===== config.mk =====
export PLATFORM = sky130hd
export DESIGN_NAME = clie_ram
export DESIGN_NICKNAME = d
export VERILOG_FILES = /design/src/hdl/clie_ram.sv
export SDC_FILE = /design/constraint.sdc
export NUM_CORES = 2
export LEC_CHECK = 0
export BUFFER_PORTS_ARGS = -buffer_cell sky130_fd_sc_hd__buf_2
export CAP_MARGIN = 20
export CORE_ASPECT_RATIO = 1.1
export CORE_MARGIN = 8
export CORE_UTILIZATION = 51
export CTS_CLUSTER_SIZE = 16
export DETAILED_ROUTE_END_ITERATION = 16
export GPL_ROUTABILITY_DRIVEN = 0
export PLACE_DENSITY = 0.65
export RECOVER_POWER = 50
export SLEW_MARGIN = 20
export SYNTH_ARGS = -nofsm -noshare
export SYNTH_HDL_FRONTEND = slang
export SYNTH_SLANG_ARGS = --single-unit

===== constraint.sdc =====
create_clock -name clk -period 8.07 [get_ports clk]
set_clock_uncertainty 0.1 [all_clocks]
set_input_delay 2.421 -clock clk [delete_from_list [all_inputs] [get_ports clk]]
set_output_delay 2.421 -clock clk [all_outputs]
set_load 0.05 [all_outputs]

===== src/hdl/clie_ram.sv =====
// Generic single-write, single-read RAM with registered read data.
// Used for the value, link and free-slot stores; no dependencies.
module clie_ram #(
  parameter int WIDTH = 8,
  parameter int DEPTH = 256
) (
  input  logic                     clk,
  input  logic                     we,
  input  logic [$clog2(DEPTH)-1:0] waddr,
  input  logic [WIDTH-1:0]         wdata,
  input  logic [$clog2(DEPTH)-1:0] raddr,
  output logic [WIDTH-1:0]         rdata
);

  logic [WIDTH-1:0] mem [DEPTH];

  // Write port
  always_ff @(posedge clk) begin
    if (we) begin
      mem[waddr] <= wdata;
    end
  end

  // Registered read port
  always_ff @(posedge clk) begin
    rdata <= mem[raddr];
  end

endmodule


* Yosys cells after proc, flatten, opt, wreduce, memory -nomap -nowiden
Memories as Yosys holds them, arrays and structs flattened. A register that Yosys moved wholly into a read port is not among the register bits. Index checks and enable logic that the tools add are counted.
Word-level totals: flip-flop bits (word level) 0, latch bits 0, bits in writable memories 2048, bits in read-only memories 0, input port bits 26, output and inout port bits 8, word-level logic and storage cells 3, memories kept 1
Memories:
- mem | depth 256, width 8, read ports 1, clocked after Yosys merged registers in 1, wr ports 1, RTL line 15 | logic [WIDTH-1:0] mem [DEPTH];
Operators by class: add/sub/neg operators 0, multipliers 0, divide/modulo/power cells 0, order comparisons 0, equality and inequality tests 0, shift-type cells 0, muxes and demuxes 2, bitwise logic cells 0, reductions and logical operators 0
Operator list (count):
- $mux W1 | 2

* Longest topological paths before layout
depth in word-level cells 2, mapped depth 11, depth with buffers taken out 6

* Worst setup path after synthesis
No wires, ideal clock.
path type input-to-reg, start point in raddr[0], end point reg rdata[2], read port of mem, setup time 0.131 ns, data arrival time 4.228 ns, required time 7.839 ns, path slack 3.611 ns, cell stages on the path 9, path buffers 4, cells stage by stage buf_6 buf_12 buf_8 buf_2 mux4_2 a22oi_1 a21oi_1 nor4_1 nor4_2
RTL lines:
- start: declaration | RTL line 11 | input logic [$clog2(DEPTH)-1:0] raddr,
- end: declaration | RTL line 12 | output logic [WIDTH-1:0] rdata

* Worst setup path in the final report
start point in wdata[5], end point mem mem[224][5], data pin
RTL lines:
- start: declaration | RTL line 10 | input logic [WIDTH-1:0] wdata,
- end: declaration | RTL line 15
No word-level cell before the write port.

==> impl_metrics.py <==
metrics = {
    "run_status": {
        "status": "finished with violations",
        "violations": "capacitance limit, slew limit",
    },
    "die": {
        "die_h_um": 430.2,
        "fp-row-count": 152,
        "io_pins": 34,
        "start_util_pct": 51.14,
        "fp.dieArea_sq_mm": 0.1689,
        "die_width_um": 392.6,
        "core_area_sq_mm": 0.1556,
    },
    "detailed_routing": {
        "drtAntennaViolNets": 0,
        "vias": 38684,
        "wl_per_cell_um": 32.45,
        "dr.first_iter.drc_count": 4596,
        "vias_per_cell": 6.391,
        "drc_errors": 0,
        "first_pass_iters": 6,
        "drt_wl_total_um": 196400,
    },
    "placed_design": {
        "hpwl_um": 117000,
        "place_ws_ps": 1953,
        "post-place-cells": 5696,
        "port_buffers": 33,
    },
    "setup_path": {
        "cp.arrival_ps": 6600,
        "cp_max_fo": 94,
        "crit_chain": "clkbuf_1, buf_4",
        "critPathLaunch": "wdata[5]",
        "path_buf_inv": 2,
        "slowest_delay_ps": 2890,
        "cp_slowest_cell": "clkbuf_1",
        "crit_family": "buffers and inverters",
        "worst_r2r_startpoint": "mem[81][5]",
        "critPathCaptureType": "flop",
        "crit_type": "in -> reg",
        "worstPathRequired_ps": 8430,
        "cp-start-kind": "input pin",
    },
    "layout": {
        "fin_cells": 6053,
        "n_fill_cell": 11503,
        "area_growth_pct": 10.75,
        "layout_commonest_cell": "edfxtp_1",
        "final_layout_size_suffix_gt1_share_pct": 21.68,
        "final_nets": 3843,
        "final_util_pct": 56.64,
        "multi_input_area_sq_mm": 0.01654,
        "layout_common_cells": "edfxtp_1 (2,048), mux4_2 (454), nor2_1 (275), clkbuf_16 (200), mux2i_1 (134)",
        "seqCellArea_sq_mm": 0.06166,
    },
    "logic_synthesis": {
        "synth-compound-area-share_pct": 3.419,
        "ys_top_cells_by_area": "edfxtp_1 (77%), mux4_2 (13%), mux2i_1 (1.7%), nor2_1 (1.3%), a22oi_1 (1.3%)",
        "syn_inst": 3733,
        "syn_nets": 3759,
        "synth_top_area_share_pct": 77.30,
        "yosys_warnings": 0,
        "synthFlopType": "edfxtp_1",
        "synthAdderAreaFrac_pct": 0,
        "ys_ff_latch": 2056,
        "synth_area_per_cell_sq_um": 21.31,
        "synthMuxAreaShare_pct": 14.62,
        "synthXorXnorAreaFrac_pct": 0,
        "synth_edf_count": 2048,
        "synth_seq_area_share_pct": 77.50,
        "synth_async_sr_flop_share_pct": 0,
        "synth_top_family_by_area": "multiplexers",
        "yosys.area_share.simple_pct": 2.628,
        "syn-cell-area_sq_mm": 0.07956,
        "synth_cell_types": 55,
        "yosys.area.top_type": "edfxtp_1",
    },
    "clocking": {
        "hold_buffers": 0,
        "cts_buffer_depth": 3,
        "cts_setup_buffers": 0,
        "cts_buffers": 197,
        "clk_pin_slew_worst_paths_ps": 60,
        "clk_latency_ps": 850,
        "h-tree-depth": 4,
        "clock_sinks": 2056,
        "cts_root_buf": "clkbuf_16",
        "cts_tree": "yes",
        "post_cts_resized": 0,
    },
    "timing": {
        "fin_ws_ps": 1835,
        "worstMarginPinSlew_ps": 4207,
        "finalSetupTns_ps": 0,
        "max_freq_ghz": 0.1604,
        "slew_violations": 765,
        "slew_headroom_pct": -180.4,
        "setup_viol": 0,
        "rsz0062_at_grt": "false",
        "fin_crit_sh_pct": 77.27,
        "finalCriticalPeriod_ps": 6235,
        "finalHoldViolations": 0,
    },
    "global_route": {
        "gr-total-overflow": 0,
        "grt_max_degree": 189,
        "antenna_found_initial": 12,
        "grtUsageTotal_pct": 23.07,
        "grt_pass1_wl_um": 281100,
        "grt_pass1_vias": 38430,
    },
    "pwr": {
        "leakagePower_nw": 26.93,
        "p_per_area_mw_per_mm2": 248.3,
        "irDropWorstVdd_v": 0.0002196,
    },
    "job": {
        "maxCapViolCount": 9,
    },
    "hold_path": {
        "hp-start": "mem[40][3]",
        "hold_path.class": "reg -> reg",
    },
}
## state kept, by name (all words and copies together) (netlist names)
signal,count
mem,2048
rdata,8
## tightest hold or removal path, stage by stage, from the launching register on
cell and delay (ps):
edfxtp_1 320, mux2i_1 60, nand2_1 80, a311oi_1 140, o221ai_1 110, a211oi_1 80, nor4_1 190
## path summary, 6_finish.rpt
| check | cells after the start | to | slack [ps] |
|---|---|---|---|
| max | 2 | mem[224][5] | 1830 |
| min | 6 | rdata[3] | 970 |
| max reg2reg | 6 | rdata[5] | 5240 |
| min reg2reg | 6 | rdata[3] | 970 |
## metal layers
metal / global-route usage, % / share of wire, %
met2: 37.04 / 49
met3: 4.523 / 8.3
met1: 32.02 / 39
met4: 7.785 / 3.7
met5: 0 / 0.026
## cell families after synthesis
family	after synthesis
buffers and inverters	235
multiplexers	591
flip-flops	2056
AO/OA/AOI/OAI	385
AND/OR/NAND/NOR	466
## Yosys cell counts (13+ instances only)
master / n
edfxtp_1: 2048
o22ai_1: 28
a21oi_1: 96
mux4_2: 454
buf_4: 27
clkbuf_1: 111
nand2_1: 33
nor2b_1: 31
a22oi_1: 133
buf_8: 13
nor3_1: 22
nor4_1: 24
nor2_1: 282
a221oi_1: 13
nand3_1: 34
buf_1: 22
buf_2: 31
mux2i_1: 134
a211oi_1: 16
buf_6: 21
o221ai_1: 46
## area by class of cell
type                    instances  share of cell area [%]
clock buffers                 244                   5.867
inverters                       2                0.008520
diodes                          2                0.005680
well taps                    2079                   2.952
flip-flops and latches       2056                   69.98
clock inverters               110                   1.220
multi-input cells            1442                   18.78
repair buffers                118                   1.191
## where the power goes
group | total (mW) | internal [mW] | switching, mW
Sequential | 11.8 | 11.8 | 0.0211
Combinational | 1.07 | 0.346 | 0.723
Clock | 9.00 | 5.07 | 3.93
Total | 21.9 | 17.2 | 4.68
## through the flow
stage	hold WS, ps	total power, mW	cell area (sq um)
6_report	971.1	21.88	88110
5_1_grt	1036	22.42	88110
4_1_cts	964.0	22.00	88160
3_5_place_dp	929.7	13.10	81910
3_3_place_gp	894.6	13.08	81860
2_1_floorplan	669.9	12.61	79560
Power figures use the tool's default switching activity.
