### src/hdl/clie_pkg.sv
// Shared constants for the circular list index engine.
// Field widths, request mode codes and result status codes.
package clie_pkg;

  // Fixed payload widths
  localparam int MODE_W   = 2;
  localparam int VALUE_W  = 32;
  localparam int IDX_W    = 16;
  localparam int STATUS_W = 2;
  localparam int LEN_W    = 9;

  typedef logic [MODE_W-1:0]   mode_t;
  typedef logic [STATUS_W-1:0] status_t;

  // Request modes
  localparam mode_t MODE_INSERT = 2'd0;
  localparam mode_t MODE_APPEND = 2'd1;
  localparam mode_t MODE_POP    = 2'd2;

  // Result status codes
  localparam status_t STATUS_OK    = 2'd0;
  localparam status_t STATUS_EMPTY = 2'd1;
  localparam status_t STATUS_FULL  = 2'd2;

endpackage

### src/hdl/clie_mod.sv
// Iterative remainder unit: index modulo list length, one quotient bit per cycle.
// Uses clie_pkg for the index width.
module clie_mod #(
  parameter int CW = 9
) (
  input  logic                   clk,
  input  logic                   rst_n,
  input  logic                   start,
  input  logic [clie_pkg::IDX_W-1:0] dividend,
  input  logic [CW-1:0]          divisor,
  output logic                   done,
  output logic [CW-1:0]          rem
);
  import clie_pkg::*;

  localparam int CNT_W = $clog2(IDX_W);

  logic             busy_r;
  logic [CNT_W-1:0] cnt_r;
  logic [IDX_W-1:0] dvd_r;
  logic [CW-1:0]    dvs_r;
  logic [CW-1:0]    rem_r;
  logic [CW:0]      shifted;
  logic [CW:0]      diff;
  logic             fits;

  // Shared compare-subtract step
  assign shifted = {rem_r, dvd_r[IDX_W-1]};
  assign diff    = shifted - {1'b0, dvs_r};
  assign fits    = (shifted >= {1'b0, dvs_r});

  // Sequence one bit per cycle, most significant first
  always_ff @(posedge clk) begin
    if (!rst_n) begin
      busy_r <= 1'b0;
      cnt_r  <= '0;
    end else if (start) begin
      busy_r <= 1'b1;
      cnt_r  <= CNT_W'(IDX_W - 1);
    end else if (busy_r) begin
      cnt_r <= cnt_r - 1'b1;
      if (cnt_r == '0) begin
        busy_r <= 1'b0;
      end
    end
  end

  // Datapath
  always_ff @(posedge clk) begin
    if (start) begin
      dvd_r <= dividend;
      dvs_r <= divisor;
      rem_r <= '0;
    end else if (busy_r) begin
      dvd_r <= {dvd_r[IDX_W-2:0], 1'b0};
      rem_r <= fits ? diff[CW-1:0] : shifted[CW-1:0];
    end
  end

  assign done = !busy_r;
  assign rem  = rem_r;

endmodule

### config.mk
export PLATFORM = sky130hd
export DESIGN_NAME = clie_mod
export DESIGN_NICKNAME = d
export VERILOG_FILES = /design/src/hdl/clie_pkg.sv /design/src/hdl/clie_mod.sv
export SDC_FILE = /design/constraint.sdc
export NUM_CORES = 1
export LEC_CHECK = 0
export BUFFER_PORTS_ARGS = -buffer_cell sky130_fd_sc_hd__buf_2
export CAP_MARGIN = 20
export CORE_UTILIZATION = 55
export DETAILED_ROUTE_END_ITERATION = 8
export GPL_TIMING_DRIVEN = 1
export PLACE_DENSITY = 0.79
export SYNTH_ARGS = -nofsm -noshare
export SYNTH_HDL_FRONTEND = slang
export SYNTH_SLANG_ARGS = --single-unit
export TNS_END_PERCENT = 30
### constraint.sdc
create_clock -name clk -period 3.1 [get_ports clk]
set_clock_uncertainty 0.2 [all_clocks]
set_input_delay 0.62 -clock clk [delete_from_list [all_inputs] [get_ports clk]]
set_output_delay 0.62 -clock clk [all_outputs]
set_load 0.1 [all_outputs]
* Word level (Yosys, flattened, before mapping)
Index checks and enable logic that the tools add are counted.
Cells by class: reduce and logical (&&, ||, !) cells 3, divide/modulo/power cells 0, shift-type cells 0, multiply operators 0, mux-type cells 8, add/sub/neg operators 2, bitwise logic cells 0, eq/ne operators 0, order comparisons 1
Operators with widths (number):
- $mux 16 | 2
- $ge 10x9->1 | 1
- $mux 9 | 1
- $sub 9x9->9 | 1
- $mux 4 | 2
- $logic_not 4->1 | 1
- $sub 4x1->4 const B | 1
- $mux 1 | 3
- $reduce_bool 2->1 | 1
- $logic_not 1->1 | 1
Storage, ports and cells: memory bits (writable) 0, memory bits (read-only) 0, latch bits 0, word-level logic and storage cells 19, output and inout port bits 10, memories kept 0, register bits after elaboration 39

* Depth between registers and ports, before layout
depth in word-level cells 4, mapped depth 10, mapped depth without buffers 10

* Least setup slack after synthesis
OpenSTA, ideal clock, no wires.
path kind reg2reg, start reg rem_r[3] (netlist: rem[3]), end reg rem_r[7] (netlist: rem[7]), arrival 2547 ps, data required time 2813 ps, setup time 87 ps, stages on the path, launching flop included 8, buffers on the path 0, clock period less this slack 2834 ps, slack 266 ps, cell sequence dfxtp_1 ha_1 a21oi_1 o211ai_2 a31oi_4 a21oi_4 and3_2 o31ai_1
On the way: word-level cells in the longest chain between the ends 2, elaborated cells between the ends (all ways) 3, those cells by class add/sub: 1; order compare: 1; mux: 1
RTL lines:
- start: declaration | line clie_mod.sv:22 | logic [CW-1:0] rem_r;
- start signal: assignment | line clie_mod.sv:56 | rem_r <= fits ? diff[CW-1:0] : shifted[CW-1:0];
- $sub 9x9->9 / $ge 10x9->1 (equally long branches) | line clie_mod.sv:29, clie_mod.sv:30
- $mux 9 * | line clie_mod.sv:56
Mark *: on every way between the ends. The rest lies on a longest branch, timed or not. A chain may end at the register's enable or synchronous reset.

* Final worst setup path
start reg dvd_r[15], end reg rem_r[7] (netlist: rem[7])
On the way: word-level cells in the longest chain between the ends 2, elaborated cells between the ends (all ways) 3, those cells by class add/sub: 1; order compare: 1; mux: 1
RTL lines:
- start: declaration | line clie_mod.sv:20 | logic [IDX_W-1:0] dvd_r;
- start signal: assignment | line clie_mod.sv:51 | dvd_r <= dividend;
- start signal: assignment | line clie_mod.sv:55 | dvd_r <= {dvd_r[IDX_W-2:0], 1'b0};
- $sub 9x9->9 / $ge 10x9->1 (equally long branches) | line clie_mod.sv:29, clie_mod.sv:30
- $mux 9 * | line clie_mod.sv:56
Marks and branches as above.

==> results.py <==
metrics = {
    "status": {
        "status": "finished, final reports clean",
    },
    "cts": {
        "cts_root_buffer": "clkbuf_4",
        "cts_hold_buf": 0,
        "tritoncts": "done",
        "htreeDepth": 2,
        "clkSlewWorstSetupHoldPaths_ps": 110,
        "post_cts_resized": 0,
        "cts_setup_buffers": 0,
        "clk_latency_ps": 340,
        "cts_made_buffers": 5,
        "clock_path_buffers": 2,
        "cts.sinks": 39,
    },
    "run": {
        "maxCapViolations": 0,
    },
    "synth": {
        "ys_types": 33,
        "synth_fp_nets": 208,
        "ys_seq_area_share_pct": 51.5,
        "synth.yosys.warnings": 0,
        "ys_ff_latch": 39,
        "synth_cells": 169,
        "synthesis.area_sq_mm": 0.00200,
        "synth.avg_cell_area_sq_um": 11.8,
    },
    "final_layout": {
        "mostFrequentLayoutCell": "buf_2",
        "diodes": 0,
        "area_growth_pct": 14.4,
        "drive_above_1_share_pct": 31.8,
        "layout_common_cells": "37 x buf_2, 25 x edfxtp_1, 16 x nor2_1, 16 x mux2_2, 15 x inv_1",
        "nNetsFinal": 249,
    },
    "drt": {
        "routed.top_layer": "met4",
        "wl_met2_mm": 1.79,
        "routed_wl_mm": 3.48,
        "vias": 1380,
        "wl_met1_mm": 1.49,
        "firstDrtPassIters": 4,
        "met3_length_um": 147,
        "first_iter_violations": 31,
        "route.detailed.drc": 0,
        "routedWlPerCell_um": 13.5,
        "vias_per_cell": 5.37,
        "ant_nets": 0,
    },
    "grt": {
        "antenna_found_initial": 0,
        "gr-total-overflow": 0,
        "grt_pass1_vias": 1354,
        "grt_max_degree": 24,
        "grt_usage_pct": 19.4,
        "grt_pass1_wl_mm": 5.77,
    },
    "die": {
        "top_level_ports": 38,
        "start_util_pct": 58.6,
        "die_y_um": 62.3,
        "rows": 21,
        "core_area_sq_mm": 0.00342,
        "die_w_um": 62.3,
        "dieArea_sq_mm": 0.00389,
    },
    "worst_setup_path": {
        "cp.required_ps": 3170,
        "r2r_start": "dvd_r[15]",
        "arrival_ps": 2690,
        "crit_start": "dvd_r[15]",
        "worstSetupPathType": "flip-flop to flip-flop",
        "end_kind": "flip-flop",
        "start_kind": "flip-flop",
        "worst-path-max-fanout": 10,
    },
    "timing": {
        "finalSetupViolCount": 0,
        "setup_ws_ps": 473,
        "min_period_over_period_pct": 84.7,
        "drv_slew": 0,
        "setup-tns-final_ps": 0,
        "min_period_ps": 2630,
        "hold_viol": 0,
        "slew-limit-headroom_pct": 60.6,
        "clock.fmax_ghz": 0.381,
        "rsz0062_at_grt": "false",
        "holdWs_ps": 244,
        "tightestPinTransition_ps": 590,
    },
    "place": {
        "place.gp.congestion": 0.808,
        "place_ws_ps": 538,
        "hpwl_mm": 2.58,
        "port_buffers": 37,
    },
    "worst_hold_path": {
        "hold_path.class": "input port to flip-flop",
        "hp-start": "divisor[7]",
    },
    "pwr": {
        "p_leak_nw": 0.982,
        "vdd_drop_max_mv": 0.459,
        "power_density_mw_per_mm2": 562,
        "total_power_mw": 1.29,
    },
}
## metal layers
| metal | GRT usage [%] | vias up |
|---|---|---|
| li1 | - | 688 |
| met3 | 6.80 | 5 |
| met5 | 0 | - |
| met1 | 22.3 | 657 |
| met2 | 33.2 | 30 |
| met4 | 7.27 | 0 |
## cell usage after synthesis
cell type / instances / area, sq um
a211o_1: 1 / 8.76
a211oi_1: 5 / 37.5
a21o_1: 1 / 7.51
a21oi_1: 10 / 50.1
a21oi_4: 1 / 16.3
a31oi_4: 1 / 21.3
and2_1: 2 / 12.5
and3_2: 1 / 7.51
buf_1: 1 / 3.75
buf_6: 3 / 33.8
dfxtp_1: 14 / 280
dlygate4sd1_1: 1 / 8.76
edfxtp_1: 25 / 751
fa_1: 1 / 20.0
ha_1: 10 / 125
inv_1: 15 / 56.3
mux2_2: 16 / 180
mux2i_1: 8 / 80.1
nand2_1: 6 / 22.5
nand2b_1: 2 / 12.5
nand3_1: 4 / 20.0
nor2_1: 16 / 60.1
nor2b_1: 1 / 6.26
nor3_1: 4 / 20.0
nor4_1: 1 / 6.26
o211ai_1: 1 / 7.51
o211ai_2: 1 / 12.5
o21a_1: 4 / 30.0
o21ai_0: 3 / 15.0
o311a_2: 1 / 11.3
o31ai_1: 1 / 7.51
xnor2_1: 4 / 35.0
xor2_1: 4 / 35.0
## kinds of logic (layout without fill, tap and decap cells)
family	count (synthesis)	after routing	synth area share (%)
flip-flops	39	39	51.5
AO/OA/AOI/OAI	30	30	11.3
multiplexers	24	24	13.0
AND/OR/NAND/NOR	37	37	8.38
XOR/XNOR	8	8	3.50
buffers and inverters	20	62	5.12
adder cells (fa/ha/maj)	11	11	7.25
## registers in the layout (all words and copies together), names as in the netlist
register  cells
dvd_r        16
dvs_r         9
rem           9
cnt_r         4
busy_r        1
## worst paths after layout
check	end	slack [ps]	cells past startpoint
max	rem[7]	470	10
min	dvs_r[7]	240	1
max reg2reg	rem[7]	470	10
min reg2reg	rem[7]	320	2
## worst max-delay path, cell delays in order, from the launching register on
cell and delay (ps):
edfxtp_1 420, inv_1 80, ha_1 140, inv_1 70
fa_1 400, a21oi_1 260, o211ai_2 130, a31oi_4 260
a21oi_4 150, and3_2 240, o31ai_1 210
## layout make-up
| type | count | area (sq um) |
|---|---|---|
| clock buffers | 5 | 37.5 |
| clock inverters | 3 | 38.8 |
| fillers | 273 | 1130 |
| inverters | 15 | 56.3 |
| multi-input cells | 110 | 868 |
| flip-flops and latches | 39 | 1030 |
| well taps | 46 | 57.6 |
| repair buffers | 39 | 200 |
## stage by stage
stage,cells,utilization (%),instance area [sq um]
global placement,249,64.8,2210
global route,257,67.0,2290
detailed placement,249,64.8,2210
CTS,257,67.0,2290
finish,257,67.0,2290
floorplan,169,-,2000
## power by group
part           internal [mW]  total, mW  switching (mW)
clock                  0.166      0.325           0.159
sequential             0.606      0.633          0.0267
combinational          0.123      0.328           0.205
Power figures use the tool's default switching activity.
